## src/rtl/core/tpa_pkg.sv

```systemverilog
// Shared widths, pipeline control struct and arctangent table for the
// three-point angle pipeline. No dependencies.
package tpa_pkg;

   localparam int CoordW            = 25;
   localparam int DiffW             = 26;
   localparam int ProdW             = 52;
   localparam int SumW              = 53;
   localparam int MagW              = 52;
   localparam int MsbW              = 6;
   localparam int ShiftW            = 5;
   localparam int NormW             = 30;
   localparam int NormTop           = 29;
   localparam int SqW               = 60;
   localparam int RadW              = 62;
   localparam int RemW              = 63;
   localparam int RootW             = 31;
   localparam int IsqrtSteps        = 32;
   localparam int XyW               = 36;
   localparam int AngW              = 42;
   localparam int AtanW             = 38;
   localparam int AccFrac           = 32;
   localparam int AngleW            = 24;
   localparam int TabLen            = 32;
   localparam int NumCoords         = 9;
   localparam int ReqDataW          = 232;
   localparam int DefAngleFracBits  = 16;
   localparam int DefCordicSteps    = 20;

   typedef struct packed {
      logic vld;
      logic degen;
      logic neg;
   } tpa_ctl_type;

   // atan(2^-i) in degrees, 32 fraction bits
   localparam logic [AtanW-1:0] ATAN_TAB [TabLen] = '{
      38'd193273528320, 38'd114096026022, 38'd60285206654, 38'd30601712201,
      38'd15360239196,  38'd7687607525,   38'd3844741810,  38'd1922488225,
      38'd961258780,    38'd480631223,    38'd240315841,   38'd120157949,
      38'd60078978,     38'd30039490,     38'd15019745,    38'd7509872,
      38'd3754936,      38'd1877468,      38'd938734,      38'd469367,
      38'd234684,       38'd117342,       38'd58671,       38'd29335,
      38'd14668,        38'd7334,         38'd3667,        38'd1833,
      38'd917,          38'd458,          38'd229,         38'd115
   };

   function automatic logic [MsbW-1:0] msb_index(input logic [MagW-1:0] w);
      logic [MsbW-1:0] idx;
      idx = '0;
      for (int i = 0; i < MagW; i++) begin
         if (w[i]) idx = MsbW'(i);
      end
      return idx;
   endfunction

endpackage

```

## src/rtl/core/tpa_norm.sv

```systemverilog
// Common normalization of the four magnitudes so the largest lands in
// [2^29, 2^30). Depends on tpa_pkg.
module tpa_norm import tpa_pkg::*; (
   input  logic             clock,
   input  logic             reset,
   input  logic             en,
   input  tpa_ctl_type      ctl_in,
   input  logic [MagW-1:0]  mag [4],
   output tpa_ctl_type      ctl_out,
   output logic [NormW-1:0] q [4]
);

   tpa_ctl_type       s1_ctl_ff, s2_ctl_ff;
   logic [MagW-1:0]   mag_ff [4];
   logic [ShiftW-1:0] rs_ff, ls_ff, rs_in, ls_in;
   logic [NormW-1:0]  q_ff [4];
   logic [MsbW-1:0]   top;

   // the largest magnitude shares its leading bit with the OR of all four
   always_comb begin
      top = msb_index(mag[0] | mag[1] | mag[2] | mag[3]);
      if (top >= MsbW'(NormTop)) begin
         rs_in = ShiftW'(top - MsbW'(NormTop));
         ls_in = '0;
      end else begin
         rs_in = '0;
         ls_in = ShiftW'(MsbW'(NormTop) - top);
      end
   end

   always_ff @(posedge clock) begin
      if (reset) begin
         s1_ctl_ff <= '0;
         s2_ctl_ff <= '0;
      end else if (en) begin
         s1_ctl_ff <= ctl_in;
         s2_ctl_ff <= s1_ctl_ff;
      end
   end

   always_ff @(posedge clock) begin
      if (en) begin
         mag_ff <= mag;
         rs_ff  <= rs_in;
         ls_ff  <= ls_in;
         for (int k = 0; k < 4; k++) begin
            q_ff[k] <= NormW'((mag_ff[k] >> rs_ff) << ls_ff);
         end
      end
   end

   assign ctl_out = s2_ctl_ff;
   assign q       = q_ff;

endmodule

```

## config.mk

```make
export PLATFORM = sky130hd
export DESIGN_NAME = tpa_norm
export DESIGN_NICKNAME = d
export VERILOG_FILES = /design/src/rtl/core/tpa_pkg.sv /design/src/rtl/core/tpa_norm.sv
export SDC_FILE = /design/constraint.sdc
export NUM_CORES = 1
export LEC_CHECK = 0
export ABC_AREA = 1
export BUFFER_PORTS_ARGS = -buffer_cell sky130_fd_sc_hd__clkbuf_2
export CORE_MARGIN = 10
export CORE_UTILIZATION = 30
export CTS_BUF_LIST = sky130_fd_sc_hd__clkbuf_2 sky130_fd_sc_hd__clkbuf_4 sky130_fd_sc_hd__clkbuf_8
export DETAILED_ROUTE_END_ITERATION = 8
export PLACE_DENSITY_LB_ADDON = 0.05
export SYNTH_ARGS = -nofsm -noshare
export SYNTH_HDL_FRONTEND = slang
export SYNTH_SLANG_ARGS = --single-unit
```

## constraint.sdc

```tcl
create_clock -name clock -period 8.8 [get_ports clock]
set_clock_uncertainty 0.1 [all_clocks]
set_input_delay 2.2 -clock clock [delete_from_list [all_inputs] [get_ports clock]]
set_output_delay 2.2 -clock clock [all_outputs]
set_load 0.05 [all_outputs]
```

==> flow_metrics.env <==
export IMPL_status="finished clean"
export IMPL_cp_arrival_ns=6.49
export IMPL_antenna_found_initial=1
export IMPL_r2r_cells=15
export IMPL_worstSetupStartpointType="primary input"
export IMPL_r2r_end="q[83]"
export IMPL_critPathSlowestCell="and3_2"
export IMPL_ff2ff_setup_slack_ns=3.45
export IMPL_grt_pass1_vias=25730
export IMPL_power_internal_mw=3.420
export IMPL_pwr_share_comb=0.309
export IMPL_postSynthCellCount=3755
export IMPL_routed_via_density=5.200
export IMPL_num_nets_final=4112
export IMPL_seqPwrFrac=0.372
export IMPL_track_usage=0.2242
export IMPL_finalSetupViolCount=0
export IMPL_cts_buffer_depth=3
export IMPL_die_h_um=316.1
export IMPL_stdcell_count=5101
export IMPL_clkLatencyLatePin_ns=0.69
export IMPL_timing_fmax_mhz=162.2
export IMPL_power_density_nw_per_um2=183.2
export IMPL_critPathMaxFanout=7
export IMPL_hpwlAfterDp_mm=91.02
export IMPL_die_area_um2=99940
export IMPL_synth_main_ff_cell="edfxtp_1"
export IMPL_endpoint_kind="flip-flop"
export IMPL_synth_area_um2=26310
export IMPL_clk_pin_slew_ns=0.06
export IMPL_synth_cell_types=46
export IMPL_pwr_share_clk=0.319
export IMPL_drv_cap=0
export IMPL_grt_setup_unrepaired="no"
export IMPL_clock_sinks=344
export IMPL_slowest_delay_ns=0.28
export IMPL_grt_remaining_overflow=0
export IMPL_dp_cells=4980
export IMPL_post_route_drc_count=0
export IMPL_drtPass1Iterations=6
export IMPL_cp_common_cell="nand2_1"
export IMPL_numCtsBuffers=66
export IMPL_start_util=0.3028
export IMPL_wl_mm=115.7
export IMPL_cts_setup_buffers=0
export IMPL_finalWorstPathRequiredPeriod_ns=6.165
export IMPL_timing_setup_tns_ns=0
export IMPL_synth_area_per_cell_um2=7.006
export IMPL_place_area_um2=28650
export IMPL_final_cell_area_um2=30110
export IMPL_cp_required_ns=9.12
export IMPL_gp_congestion=0.9437
export IMPL_yosys_warnings=0
export IMPL_synth_edff_count=338
export IMPL_ir_worst_vdd_v=0.0001150
export IMPL_critPathLaunch="mag[107]"
export IMPL_crit_type="primary input to flip-flop"
export IMPL_maxSlewViolCount=0
export IMPL_tritoncts="done"
export IMPL_row_count=108
export IMPL_worst_slew_pin_slew_ns=1.101
export IMPL_slew_headroom=0.2658
export IMPL_power_total_mw=5.517
export IMPL_portBuffers=336
export IMPL_wl_per_cell_um=22.69
export IMPL_layout_drive_gt1_share=0.1450
export IMPL_crit_end="rs_ff[3]"
export IMPL_core_area_um2=86890
export IMPL_ys_ff_latch=344
export IMPL_h_tree_depth=3
export IMPL_fin_crit_sh=0.7006
export IMPL_ctsRootBufferMaster="clkbuf_8"
export IMPL_die_w_um=316.1
export IMPL_grt_pass1_wl_mm=169.5
export IMPL_vias=26520
export IMPL_p_switching_mw=2.096
export IMPL_ant_nets=0
export IMPL_pin_count=337
export IMPL_ctsResizeCount=0
export IMPL_final_hold_viol_count=0
export IMPL_areaGrowthSynthToFinish_pct=14.44
export IMPL_async_reset_ff_frac=0
export IMPL_postCtsHoldBufs=0
export IMPL_grt_start_max_net_pins=209
export IMPL_leakage_nw=12.42
export IMPL_first_iter_violations=2341
export IMPL_switching_share=0.3800
export IMPL_ys_seq_area_frac=0.3904
export IMPL_hold_class="flip-flop to flip-flop"
export IMPL_fillers=9620
export IMPL_syn_nets=3974
export IMPL_r2r_start="rs_ff[4]"
power groups by stage:
stage / registers (mW) / logic [mW] / clock network [mW]
6_report: 2.05 / 1.70 / 1.76
5_1_grt: 2.06 / 1.87 / 1.89
4_1_cts: 2.06 / 1.69 / 1.82
3_5_place_dp: 2.09 / 1.68 / 0
3_3_place_gp: 2.10 / 1.68 / 0
2_1_floorplan: 2.18 / 0.935 / 0
Yosys cell counts (9+ instances only):
cell | n | share of area
nand3_1 | 305 | 0.058
a22o_1 | 14 | 0.0047
a22oi_1 | 9 | 0.0026
inv_2 | 45 | 0.0064
a21oi_1 | 76 | 0.014
mux2i_1 | 100 | 0.038
o22ai_1 | 12 | 0.0029
edfxtp_1 | 338 | 0.39
o211ai_1 | 55 | 0.016
nor4_2 | 32 | 0.015
or2_1 | 25 | 0.0059
clkbuf_1 | 204 | 0.029
nor2_1 | 187 | 0.027
o21ai_1 | 603 | 0.11
a31oi_1 | 34 | 0.0081
nand2_1 | 1317 | 0.19
clkinv_1 | 9 | 0.0013
o221ai_1 | 18 | 0.0060
inv_1 | 105 | 0.015
o21ai_0 | 99 | 0.019
nor4_4 | 9 | 0.0073
buf_1 | 92 | 0.013
state kept, by name (all words and copies together), names as in the netlist:
register,flops
q,120
rs_ff,5
ctl_out,3
ls_ff,5
s1_ctl_ff,3
mag_ff,208
worst min path at each step:
stage / startpoint / end / cells past startpoint / slack (ns)
after floorplan: s1_ctl_ff[0] / ctl_out[0] / 2 / 0.33
after global placement: ctl_out[2] / ctl_out[2] / 2 / 0.35
after detailed placement: ctl_out[1] / ctl_out[1] / 2 / 0.36
after CTS: s1_ctl_ff[2] / ctl_out[2] / 2 / 0.36
after global routing: ctl_out[0] / ctl_out[0] / 2 / 0.38
final: s1_ctl_ff[2] / ctl_out[2] / 2 / 0.36
layout by cell type (no fill, tap or decap), types with 32 or more instances in the layout:
| cell type | synthesis | routed |
|---|---|---|
| a21oi_1 | 76 | 76 |
| a31oi_1 | 34 | 34 |
| clkbuf_2 | 0 | 335 |
| clkbuf_8 | 0 | 67 |
| edfxtp_1 | 338 | 338 |
| inv_1 | 105 | 103 |
| inv_2 | 45 | 38 |
| mux2i_1 | 100 | 100 |
| nand2_1 | 1317 | 1317 |
| nand3_1 | 305 | 305 |
| nor2_1 | 187 | 186 |
| nor4_2 | 32 | 32 |
| o211ai_1 | 55 | 55 |
| o21ai_0 | 99 | 99 |
| o21ai_1 | 603 | 603 |
worst max-delay path: cells and delay by family:
| family | cells | cell delay [ns] |
|---|---|---|
| compound gates | 1 | 0.16 |
| simple gates | 55 | 3.71 |
| fa+ha+maj | 1 | 0.13 |
| buf+inv | 4 | 0.28 |
area by class of cell:
type	instances	area [um2]	area share
clock inverter	39	426.7	0.01417
timing repair buffer	366	1979	0.06574
tap	1155	1445	0.04800
sequential	344	10270	0.3411
antenna	1	2.502	0.00008311
inverter	160	628.1	0.02086
clock buffer	81	1027	0.03412
multi-input combinational	2955	14330	0.4759
stage by stage:
stage	hold WS, ns	util	worst slack, ns
2_1_floorplan	0.3303	-	2.905
4_1_cts	0.3646	0.3465	2.573
5_1_grt	0.3782	0.3465	1.880
6_report	0.3587	0.3465	2.635
3_5_place_dp	0.3550	0.3298	1.850
3_3_place_gp	0.3514	0.3298	1.835
cells by family (layout without fill, tap and decap cells):
logic type / count (synthesis) / in the layout / share of synthesized area
AOI/OAI and AO/OA: 942 / 942 / 0.1947
xor gates and xnor gates: 2 / 2 / 0.0006659
adders and majority gates: 5 / 5 / 0.002378
buffers and inverters: 456 / 646 / 0.06525
DFF: 344 / 344 / 0.3904
muxes: 100 / 100 / 0.03805
other: 0 / 1 / 0
and+or+nand+nor: 1906 / 1906 / 0.3087
layer usage:
layer | global-route usage | share of wire
met1 | 0.3076 | 0.46
met2 | 0.3666 | 0.46
met3 | 0.03021 | 0.057
met4 | 0.05962 | 0.021
met5 | 0 | 0
Note: power is estimated with default switching activity, not from simulation.
